--- config.mk ---
export PLATFORM = sky130hd
export DESIGN_NAME = capacity_aware_shortest_route
export DESIGN_NICKNAME = d
export VERILOG_FILES = /design/src/rtl/casr_pkg.sv /design/src/rtl/capacity_aware_shortest_route.sv /design/src/rtl/casr_node_tbl.sv
export SDC_FILE = /design/constraint.sdc
export NUM_CORES = 2
export LEC_CHECK = 0
export ABC_AREA = 1
export BUFFER_PORTS_ARGS = -buffer_cell sky130_fd_sc_hd__buf_2
export CAP_MARGIN = 0
export CORE_UTILIZATION = 35
export CTS_CLUSTER_SIZE = 8
export DETAILED_ROUTE_END_ITERATION = 8
export PLACE_DENSITY = 0.48
export SLEW_MARGIN = 20
export SYNTH_ARGS = -nofsm -noshare
export SYNTH_HDL_FRONTEND = slang
export SYNTH_SLANG_ARGS = --single-unit
--- constraint.sdc ---
create_clock -name clk -period 18.1 [get_ports clk]
set_input_delay 3.62 -clock clk [delete_from_list [all_inputs] [get_ports clk]]
set_output_delay 3.62 -clock clk [all_outputs]
set_load 0.02 [all_outputs]
--- src/rtl/casr_pkg.sv ---
// Shared command codes, node attribute type and constants for the route engine.
`timescale 1ns / 1ps

package casr_pkg;

  localparam int VW = 17;                       // capacity and load width
  localparam logic [VW-1:0] CAP_DEFAULT = 17'd99999;
  localparam logic [VW-1:0] VAL_MAX     = 17'd131071;

  localparam logic [2:0] CMD_ADD     = 3'd0;
  localparam logic [2:0] CMD_CAP     = 3'd1;
  localparam logic [2:0] CMD_BLOCK   = 3'd2;
  localparam logic [2:0] CMD_UNBLOCK = 3'd3;
  localparam logic [2:0] CMD_ROUTE   = 3'd4;

  typedef struct packed {
    logic          busy;
    logic [VW-1:0] cap;
    logic [VW-1:0] load;
  } node_attr_t;

endpackage

--- src/rtl/capacity_aware_shortest_route.sv ---
// Top level: graph store, Dijkstra sequencer and load-aware path emitter.
// Sequencing: edge add reads node a, then node b, then writes both adjacency slots;
//   capacity/block/unblock read then write the node entry; a route query scans all
//   nodes per extracted node, then reads each neighbor slot, walks the path and emits
//   each result, paced by the one-read-per-cycle distance memory and the node table port.
// Throughput: one request at a time; a new request is taken once the last one ends.
// Reset: control state clears; node table entries read as reset values until written.
`timescale 1ns / 1ps

module capacity_aware_shortest_route
  import casr_pkg::*;
#(
  parameter int NODES  = 16,
  parameter int DEGREE = 8
) (
  input  logic        clk,
  input  logic        rst_n,
  input  logic        in_valid,
  output logic        in_ready,
  input  logic [2:0]  in_command,
  input  logic [3:0]  in_node_a,
  input  logic [3:0]  in_node_b,
  input  logic [7:0]  in_weight,
  input  logic [16:0] in_cap_value,
  output logic        out_valid,
  input  logic        out_ready,
  output logic [3:0]  out_path_node,
  output logic        out_found,
  output logic        out_last
);

  localparam int NW = $clog2(NODES);
  localparam int CW = $clog2(DEGREE+1);
  localparam int AW = $clog2(NODES*DEGREE);
  localparam int LW = $clog2(NODES+1);
  localparam int DW = NW + 9;              // covers any simple path length

  localparam logic [4:0] S_IDLE   = 5'd0;
  localparam logic [4:0] S_DEC    = 5'd1;
  localparam logic [4:0] S_ND_MOD = 5'd2;
  localparam logic [4:0] S_ED_B   = 5'd3;
  localparam logic [4:0] S_ED_CHK = 5'd4;
  localparam logic [4:0] S_ED_W2  = 5'd5;
  localparam logic [4:0] S_RT_INI = 5'd6;
  localparam logic [4:0] S_SCAN   = 5'd7;
  localparam logic [4:0] S_UOPEN  = 5'd8;
  localparam logic [4:0] S_NB     = 5'd9;
  localparam logic [4:0] S_NB2    = 5'd10;
  localparam logic [4:0] S_NB3    = 5'd11;
  localparam logic [4:0] S_WALK   = 5'd12;
  localparam logic [4:0] S_WAIT   = 5'd13;
  localparam logic [4:0] S_O1     = 5'd14;
  localparam logic [4:0] S_O2     = 5'd15;
  localparam logic [4:0] S_O3     = 5'd16;
  localparam logic [4:0] S_EMIT0  = 5'd17;

  logic [4:0] state_r, state_nxt;

  // latched request
  logic [2:0]    cmd_r;
  logic [3:0]    a_r, b_r;
  logic [7:0]    w_r;
  logic [VW-1:0] capv_r;

  // add-edge scratch
  logic [CW-1:0] cnta_r, slotb_r;
  node_attr_t    attra_r, attrb_r;

  // Dijkstra scratch: flags live in flops, distance/parent in rm_* memory
  logic [NODES-1:0] reached_r, done_r, hasp_r;
  logic [NW:0]      sc_r;
  logic             pv_r, any_r;
  logic [NW-1:0]    pidx_r, best_r, u_r, v_r;
  logic [DW-1:0]    best_d_r, du_r, nd_r;
  logic [CW-1:0]    cntu_r, k_r;

  // path walk and emit
  logic [NW-1:0] cur_r, pos_r, n_r;
  logic [LW-1:0] len_r;

  // output register
  logic       out_valid_r, out_found_r, out_last_r;
  logic [3:0] out_node_r;

  // node table port
  logic          node_re, node_we;
  logic [NW-1:0] node_raddr, node_waddr;
  logic [CW-1:0] node_wcnt, rd_cnt;
  node_attr_t    node_wattr, rd_attr;

  // adjacency memory: {neighbor, weight}
  logic [NW+7:0] adj_mem [NODES*DEGREE];
  logic [NW+7:0] adj_q_r, adj_wdata;
  logic          adj_re, adj_we;
  logic [AW-1:0] adj_raddr, adj_waddr;

  // route memory: {distance, parent}
  logic [DW+NW-1:0] rm_mem [NODES];
  logic [DW+NW-1:0] rm_q_r, rm_wdata;
  logic             rm_re, rm_we;
  logic [NW-1:0]    rm_raddr, rm_waddr;
  logic [DW-1:0]    rm_dist_q;
  logic [NW-1:0]    rm_par_q;

  // path stack, pushed destination first
  logic [NW-1:0] stk_mem [NODES];
  logic [NW-1:0] stk_q_r;
  logic          stk_re, stk_we;

  logic          a_ok, b_ok, self_loop, edge_ok, rd_open, scan_hit, scan_end;
  logic          relax, out_free, walk_stop;
  logic [NW-1:0] a_idx, b_idx, adj_v_q;
  logic [7:0]    adj_w_q;
  logic [LW-1:0] len_inc;

  casr_node_tbl #(.NODES(NODES), .DEGREE(DEGREE)) u_node_tbl (
    .clk     (clk),
    .rst_n   (rst_n),
    .rd_en   (node_re),
    .rd_addr (node_raddr),
    .rd_cnt  (rd_cnt),
    .rd_attr (rd_attr),
    .wr_en   (node_we),
    .wr_addr (node_waddr),
    .wr_cnt  (node_wcnt),
    .wr_attr (node_wattr)
  );

  always_ff @(posedge clk) begin
    if (adj_we) adj_mem[adj_waddr] <= adj_wdata;
    if (adj_re) adj_q_r <= adj_mem[adj_raddr];
    if (rm_we) rm_mem[rm_waddr] <= rm_wdata;
    if (rm_re) rm_q_r <= rm_mem[rm_raddr];
    if (stk_we) stk_mem[len_r[NW-1:0]] <= cur_r;
    if (stk_re) stk_q_r <= stk_mem[pos_r];
  end

  assign {rm_dist_q, rm_par_q} = rm_q_r;
  assign {adj_v_q, adj_w_q}    = adj_q_r;

  assign a_ok      = {28'd0, a_r} < 32'(NODES);
  assign b_ok      = {28'd0, b_r} < 32'(NODES);
  assign a_idx     = NW'(a_r);
  assign b_idx     = NW'(b_r);
  assign self_loop = (a_r == b_r);
  // a self loop takes two slots of one list; rd_cnt holds node b here
  assign edge_ok   = self_loop ? (32'(cnta_r) + 32'd2 <= 32'(DEGREE))
                               : (32'(cnta_r) < 32'(DEGREE) && 32'(rd_cnt) < 32'(DEGREE));
  assign rd_open   = !rd_attr.busy && (rd_attr.load < rd_attr.cap);
  // smallest distance first; strict compare keeps the lower node on ties
  assign scan_hit  = pv_r && reached_r[pidx_r] && !done_r[pidx_r] &&
                     (!any_r || rm_dist_q < best_d_r);
  assign scan_end  = (sc_r == (NW+1)'(NODES)) && !pv_r;
  assign relax     = rd_open && (!reached_r[v_r] || nd_r < rm_dist_q);
  assign out_free  = !out_valid_r || out_ready;
  assign len_inc   = len_r + 1'b1;
  assign walk_stop = !hasp_r[cur_r] || (32'(len_inc) >= 32'(NODES));

  always_comb begin
    state_nxt  = state_r;
    node_re    = 1'b0;
    node_raddr = a_idx;
    node_we    = 1'b0;
    node_waddr = a_idx;
    node_wcnt  = rd_cnt;
    node_wattr = rd_attr;
    adj_re     = 1'b0;
    adj_raddr  = AW'(AW'(u_r) * AW'(DEGREE) + AW'(k_r));
    adj_we     = 1'b0;
    adj_waddr  = AW'(AW'(a_idx) * AW'(DEGREE) + AW'(cnta_r));
    adj_wdata  = {b_idx, w_r};
    rm_re      = 1'b0;
    rm_raddr   = sc_r[NW-1:0];
    rm_we      = 1'b0;
    rm_waddr   = v_r;
    rm_wdata   = {nd_r, u_r};
    stk_re     = 1'b0;
    stk_we     = 1'b0;

    unique case (state_r)
      S_IDLE: begin
        if (in_valid) state_nxt = S_DEC;
      end
      S_DEC: begin
        unique case (cmd_r)
          CMD_ADD: begin
            node_re   = a_ok && b_ok;
            state_nxt = (a_ok && b_ok) ? S_ED_B : S_IDLE;
          end
          CMD_CAP, CMD_BLOCK, CMD_UNBLOCK: begin
            node_re   = a_ok;
            state_nxt = a_ok ? S_ND_MOD : S_IDLE;
          end
          CMD_ROUTE: state_nxt = (a_ok && b_ok) ? S_RT_INI : S_EMIT0;
          default:   state_nxt = S_IDLE;
        endcase
      end
      S_ND_MOD: begin
        node_we = 1'b1;
        unique case (cmd_r)
          CMD_CAP:   node_wattr.cap  = capv_r;
          CMD_BLOCK: node_wattr.busy = 1'b1;
          default: begin
            node_wattr.busy = 1'b0;
            node_wattr.load = '0;
          end
        endcase
        state_nxt = S_IDLE;
      end
      S_ED_B: begin
        node_re    = 1'b1;
        node_raddr = b_idx;
        state_nxt  = S_ED_CHK;
      end
      S_ED_CHK: begin
        if (edge_ok) begin
          adj_we     = 1'b1;
          node_we    = 1'b1;
          node_wcnt  = cnta_r + 1'b1;
          node_wattr = attra_r;
          state_nxt  = S_ED_W2;
        end else begin
          state_nxt = S_IDLE;
        end
      end
      S_ED_W2: begin
        adj_we     = 1'b1;
        adj_waddr  = AW'(AW'(b_idx) * AW'(DEGREE) + AW'(slotb_r));
        adj_wdata  = {a_idx, w_r};
        node_we    = 1'b1;
        node_waddr = b_idx;
        node_wcnt  = slotb_r + 1'b1;
        node_wattr = attrb_r;
        state_nxt  = S_IDLE;
      end
      S_RT_INI: begin
        rm_we     = 1'b1;
        rm_waddr  = a_idx;
        rm_wdata  = '0;
        state_nxt = S_SCAN;
      end
      S_SCAN: begin
        rm_re = (sc_r != (NW+1)'(NODES));
        if (scan_end) begin
          if (any_r) begin
            node_re    = 1'b1;
            node_raddr = best_r;
            state_nxt  = S_UOPEN;
          end else begin
            state_nxt = reached_r[b_idx] ? S_WALK : S_EMIT0;
          end
        end
      end
      S_UOPEN: state_nxt = rd_open ? S_NB : S_SCAN;
      S_NB: begin
        adj_re    = (k_r < cntu_r);
        state_nxt = (k_r < cntu_r) ? S_NB2 : S_SCAN;
      end
      S_NB2: begin
        node_re    = 1'b1;
        node_raddr = adj_v_q;
        rm_re      = 1'b1;
        rm_raddr   = adj_v_q;
        state_nxt  = S_NB3;
      end
      S_NB3: begin
        rm_we     = relax;
        state_nxt = S_NB;
      end
      S_WALK: begin
        stk_we = 1'b1;
        if (walk_stop) begin
          state_nxt = S_O1;
        end else begin
          rm_re     = 1'b1;
          rm_raddr  = cur_r;
          state_nxt = S_WAIT;
        end
      end
      S_WAIT: state_nxt = S_WALK;
      S_O1: begin
        stk_re    = 1'b1;
        state_nxt = S_O2;
      end
      S_O2: begin
        node_re    = 1'b1;
        node_raddr = stk_q_r;
        state_nxt  = S_O3;
      end
      S_O3: begin
        node_waddr = n_r;
        if (out_free) begin
          node_we         = 1'b1;
          node_wattr.load = (rd_attr.load == VAL_MAX) ? rd_attr.load : rd_attr.load + 1'b1;
          state_nxt       = (pos_r == '0) ? S_IDLE : S_O1;
        end
      end
      S_EMIT0: begin
        if (out_free) state_nxt = S_IDLE;
      end
      default: state_nxt = S_IDLE;
    endcase
  end

  always_ff @(posedge clk) begin
    if (!rst_n) begin
      state_r     <= S_IDLE;
      out_valid_r <= 1'b0;
      reached_r   <= '0;
      done_r      <= '0;
      hasp_r      <= '0;
      pv_r        <= 1'b0;
      any_r       <= 1'b0;
      sc_r        <= '0;
      len_r       <= '0;
    end else begin
      state_r <= state_nxt;
      // a new result loads the register; otherwise a taken result empties it
      if ((state_r == S_O3 || state_r == S_EMIT0) && out_free) out_valid_r <= 1'b1;
      else if (out_ready) out_valid_r <= 1'b0;

      unique case (state_r)
        S_RT_INI: begin
          reached_r <= {{(NODES-1){1'b0}}, 1'b1} << a_idx;
          done_r    <= '0;
          hasp_r    <= '0;
          sc_r      <= '0;
          pv_r      <= 1'b0;
          any_r     <= 1'b0;
        end
        S_SCAN: begin
          if (scan_hit) any_r <= 1'b1;
          if (sc_r != (NW+1)'(NODES)) begin
            sc_r <= sc_r + 1'b1;
            pv_r <= 1'b1;
          end else begin
            pv_r <= 1'b0;
          end
          if (scan_end) begin
            len_r <= '0;
            if (any_r) done_r[best_r] <= 1'b1;
          end
        end
        S_UOPEN, S_NB: begin
          if (state_nxt == S_SCAN) begin
            sc_r  <= '0;
            pv_r  <= 1'b0;
            any_r <= 1'b0;
          end
        end
        S_NB3: begin
          if (relax) begin
            reached_r[v_r] <= 1'b1;
            hasp_r[v_r]    <= 1'b1;
          end
        end
        S_WALK: len_r <= len_inc;
        default: ;
      endcase
    end
  end

  // datapath registers
  always_ff @(posedge clk) begin
    case (state_r)
      S_IDLE: begin
        cmd_r  <= in_command;
        a_r    <= in_node_a;
        b_r    <= in_node_b;
        w_r    <= in_weight;
        capv_r <= in_cap_value;
      end
      S_ED_B: begin
        cnta_r  <= rd_cnt;
        attra_r <= rd_attr;
      end
      S_ED_CHK: begin
        slotb_r <= self_loop ? cnta_r + 1'b1 : rd_cnt;
        attrb_r <= self_loop ? attra_r : rd_attr;
      end
      S_SCAN: begin
        pidx_r <= sc_r[NW-1:0];
        if (scan_hit) begin
          best_r   <= pidx_r;
          best_d_r <= rm_dist_q;
        end
        if (scan_end) begin
          u_r   <= best_r;
          du_r  <= best_d_r;
          cur_r <= b_idx;
        end
      end
      S_UOPEN: begin
        cntu_r <= rd_cnt;
        k_r    <= '0;
      end
      S_NB2: begin
        v_r  <= adj_v_q;
        nd_r <= du_r + DW'(adj_w_q);
      end
      S_NB3: k_r <= k_r + 1'b1;
      S_WALK: begin
        if (walk_stop) pos_r <= len_r[NW-1:0];
      end
      S_WAIT: cur_r <= rm_par_q;
      S_O2: n_r <= stk_q_r;
      S_O3: begin
        if (out_free) begin
          out_node_r  <= 4'(n_r);
          out_found_r <= 1'b1;
          out_last_r  <= (pos_r == '0);
          pos_r       <= pos_r - 1'b1;
        end
      end
      S_EMIT0: begin
        if (out_free) begin
          out_node_r  <= '0;
          out_found_r <= 1'b0;
          out_last_r  <= 1'b1;
        end
      end
      default: ;
    endcase
  end

  assign in_ready      = (state_r == S_IDLE);
  assign out_valid     = out_valid_r;
  assign out_path_node = out_node_r;
  assign out_found     = out_found_r;
  assign out_last      = out_last_r;

  // a node is only finalized after it was reached
  a_done_reached: assert property (@(posedge clk) disable iff (!rst_n)
    (done_r & ~reached_r) == '0)
    else $error("finalized node never reached");

  // a parent link is recorded only together with reaching
  a_parent_reached: assert property (@(posedge clk) disable iff (!rst_n)
    (hasp_r & ~reached_r) == '0)
    else $error("parent set on unreached node");

  // a not-found result always closes its query
  a_notfound_last: assert property (@(posedge clk) disable iff (!rst_n)
    out_valid_r && !out_found_r |-> out_last_r)
    else $error("not-found result without last");

  // the walked path never exceeds the node count
  a_len_bound: assert property (@(posedge clk) disable iff (!rst_n)
    32'(len_r) <= 32'(NODES))
    else $error("path length overflow");

endmodule

--- src/rtl/casr_node_tbl.sv ---
// Per-node table: neighbor count, busy flag, capacity and load, with valid bits.
`timescale 1ns / 1ps

module casr_node_tbl
  import casr_pkg::*;
#(
  parameter int NODES  = 16,
  parameter int DEGREE = 8
) (
  input  logic                         clk,
  input  logic                         rst_n,
  input  logic                         rd_en,
  input  logic [$clog2(NODES)-1:0]     rd_addr,
  output logic [$clog2(DEGREE+1)-1:0]  rd_cnt,
  output node_attr_t                   rd_attr,
  input  logic                         wr_en,
  input  logic [$clog2(NODES)-1:0]     wr_addr,
  input  logic [$clog2(DEGREE+1)-1:0]  wr_cnt,
  input  node_attr_t                   wr_attr
);

  localparam int CW = $clog2(DEGREE+1);

  logic [CW-1:0] cnt_mem  [NODES];
  node_attr_t    attr_mem [NODES];
  logic [NODES-1:0] vld_r;
  logic          q_vld_r;
  logic [CW-1:0] q_cnt_r;
  node_attr_t    q_attr_r;
  node_attr_t    attr_reset;

  always_ff @(posedge clk) begin
    if (wr_en) begin
      cnt_mem[wr_addr]  <= wr_cnt;
      attr_mem[wr_addr] <= wr_attr;
    end
    if (rd_en) begin
      q_cnt_r  <= cnt_mem[rd_addr];
      q_attr_r <= attr_mem[rd_addr];
    end
  end

  always_ff @(posedge clk) begin
    if (!rst_n) begin
      vld_r   <= '0;
      q_vld_r <= 1'b0;
    end else begin
      if (wr_en) vld_r[wr_addr] <= 1'b1;
      if (rd_en) q_vld_r <= vld_r[rd_addr];
    end
  end

  // never-written entries read back as the reset values
  always_comb begin
    attr_reset.busy = 1'b0;
    attr_reset.cap  = CAP_DEFAULT;
    attr_reset.load = '0;
    rd_cnt  = q_vld_r ? q_cnt_r : '0;
    rd_attr = q_vld_r ? q_attr_r : attr_reset;
  end

endmodule

==> flow_metrics.py <==
metrics = {
    "timing": {
        "min_period_ps": 6350,
        "hold_violations": 0,
        "period_share_pct": 35.1,
        "worstMarginPinSlew_ps": 1200,
        "setup_viol": 0,
        "whs_ps": 387,
        "clock.fmax_mhz": 158,
        "relSlewSlack_pct": 19.7,
        "fin_skew_ps": 84.6,
        "rsz0062_at_grt": "no",
        "maxSlewViolCount": 0,
        "setup_tns_ps": 0,
    },
    "setup_path": {
        "cp-start-kind": "flop",
        "end_kind": "output pin",
        "cpMostUsedCell": "inv_1",
        "cp.arrival_ps": 2730,
        "reg2regPathDepth": 12,
        "path_cells": "inv_1, nand2_1, nor2_1, inv_1, nor2_4, buf_4, buf_2",
        "setup.reg_to_reg.worst_slack_ps": 12510,
        "r2r-end": "adj_mem[64][5]",
        "critPathTopFamily": "buffers and inverters",
        "critPathBufInv": 4,
        "required_ps": 14480,
        "crit_cells": 7,
        "path_max_fanout": 38,
        "r2r_start": "a_idx[0]",
        "cpMaxStageDelayCell": "buf_4",
        "path_class": "reg2out",
        "slowest_delay_ps": 570,
    },
    "place": {
        "place_area_um2": 123000,
        "dp_hpwl_um": 193000,
        "gp_congestion": 0.845,
        "io_buffers": 47,
    },
    "synth": {
        "seq_area_frac_synth_pct": 72.0,
        "synth-seq-cells": 2846,
        "synth_cells": 9740,
        "synth_ff_type": "edfxtp_1",
        "synth_cell_types": 62,
        "synth_edf_count": 2763,
        "ys_warn_count": 0,
        "synth_nets": 9851,
        "netlist_area_um2": 118000,
        "async_flop_share_pct": 0,
        "avgSynthCellArea_um2": 12.1,
    },
    "floorplanning": {
        "dieArea_um2": 338000,
        "core_area_um2": 334000,
        "start_util_pct": 35.2,
        "die-height_um": 582,
        "rows": 212,
        "dieWidth_um": 582,
        "io-pin-count": 48,
    },
    "flow_run": {
        "drv_cap": 0,
    },
    "cells_and_area": {
        "fin_area_um2": 134000,
        "final_common_cell": "edfxtp_1",
        "nets": 9955,
        "num-fill-cells": 31400,
        "layout_common_cells": "edfxtp_1 (2,763), o21ai_0 (1,210), nor2_1 (1,162)",
        "syn2layout_area_growth_pct": 13.9,
        "fin_util_pct": 40.1,
        "drive_above_1_share_pct": 9.18,
    },
    "global_routing": {
        "antenna_found_initial": 9,
        "track_usage_pct": 20.0,
        "grt_first_pass_wirelength_um": 509000,
        "grt_max_degree": 198,
        "grt_overflow": 0,
        "grt_pass1_vias": 74700,
    },
    "clock_network": {
        "clk_root_buffer_cell": "clkbuf_16",
        "cts_max_path_buffers": 4,
        "insertion_delay_ps": 940,
        "cts_tree": "built",
        "cts_hold_buffers": 0,
        "cts_made_buffers": 395,
        "cts.sink_count": 2846,
        "cts_setup_buffers": 0,
        "path_clk_slew_ps": 50,
        "cts_resized": 0,
        "cts_htree_levels": 5,
    },
    "drt": {
        "drt_iter0_markers": 6649,
        "vias": 76600,
        "dr.pass1.iters": 6,
        "detail_route.wl_per_cell_um": 24.3,
        "ant_nets": 0,
        "wl_um": 348000,
        "drc": 0,
        "viasPerCell": 5.34,
    },
    "hold_path": {
        "worst_hold_path.endpoint": "du_r[3]",
        "worstHoldPathType": "reg2reg",
        "holdCritStartpoint": "best_d_r[3]",
        "min_delay_path_depth": 0,
    },
    "run_status": {
        "status": "finished, final reports clean",
    },
    "pwr": {
        "ir_drop_mv": 0.0756,
        "powerDensity_nw_per_um2": 110,
        "p_leak_nw": 45.9,
    },
}
logic make-up (layout without fill, tap and decap cells):
kind of cell	Yosys count	in the layout	share of synthesized area, %
AO/OA/AOI/OAI	2413	2413	11.6
adder cells (fa/ha/maj)	71	71	0.762
buffers and inverters	1451	1650	4.88
other	0	2	0
multiplexers	1	1	0.00851
XOR/XNOR	32	32	0.238
flip-flops	2846	2846	72.0
AND/OR/NAND/NOR	2926	2926	10.5
worst reg2reg max path: stages (launching register included):
cell,delay (ps)
edfxtp_1,710
inv_1,320
nand2_1,80
a21oi_1,220
nand2_2,60
buf_4,340
o21ai_1,190
nand2_1,250
nor2_4,390
nor2_2,110
inv_2,390
nand4_4,890
nor2_1,1220
layout make-up:
class                           count  area (um^2)  share of cell area (%)
Antenna cell                        2         5.00                 0.00374
Clock buffer                      471        10300                    7.71
Clock inverter                     21          327                   0.244
Inverter                          854         3230                    2.41
Multi-Input combinational cell   5443        27700                    20.7
Sequential cell                  2846        84600                    63.2
Tap cell                         4387         5490                    4.10
Timing Repair Buffer              304         2260                    1.69
sequential cells by signal, indices dropped and copies added, names as in the netlist, 8 cells and up:
register,count
attrb_r,35
done_r,16
u_node_tbl.cnt_mem,64
u_node_tbl.q_attr_r,35
nd_r,13
du_r,13
hasp_r,16
u_node_tbl.vld_r,16
adj_mem,1536
attra_r,35
capv_r,17
rm_mem,272
u_node_tbl.attr_mem,560
reached_r,16
best_d_r,13
adj_q_r,12
rm_q_r,17
stk_mem,64
w_r,8
through the flow:
stage	total power, mW	cells	setup WS [ps]
2_1_floorplan	7.94	9740	10750
3_3_place_gp	8.22	13800	11490
3_5_place_dp	8.23	13800	11460
4_1_cts	14.9	14300	11660
5_1_grt	15.2	14300	11580
6_report	14.7	14300	11750
where the power goes:
group | leakage (nW) | switching, mW | total, mW | internal [mW]
registers | 25.7 | 0.0287 | 7.40 | 7.38
logic | 15.1 | 0.560 | 0.701 | 0.141
clock network | 5.18 | 2.69 | 6.63 | 3.94
cell usage after synthesis (51+ instances only):
library cell	instances	area (um^2)
nand2_1	938	3520
nor2_1	1220	4580
dfxtp_1	83	1660
o211ai_1	172	1290
o22ai_1	431	2700
nand3_1	627	3140
edfxtp_1	2763	83000
ha_1	70	876
inv_1	836	3140
nand3b_1	54	405
o21ai_1	51	255
buf_2	159	796
o21ai_0	1215	6080
clkbuf_1	385	1450
a21oi_1	366	1830
o221ai_1	88	771
worst max-delay path by stage:
| stage | startpoint | to | slack, ps |
|---|---|---|---|
| after floorplan | state_r[3] | adj_mem[0][10] | 10750 |
| after global placement | out_ready | u_node_tbl.attr_mem[4][19] | 11490 |
| after detailed placement | out_ready | u_node_tbl.attr_mem[4][3] | 11460 |
| after CTS | state_r[2] | in_ready | 11660 |
| after global routing | state_r[2] | in_ready | 11580 |
| final | state_r[3] | in_ready | 11750 |
routing by layer:
metal  vias to the layer above  global-route usage (%)  wire length (um)
met4                         0                    6.53             11100
met5                         -                       0                 0
met3                       609                    2.12             17300
met2                      2279                    33.1            166000
met1                     38400                    27.6            154000
li1                      35300                       -                 -
Note: power is estimated with default switching activity, not from simulation.
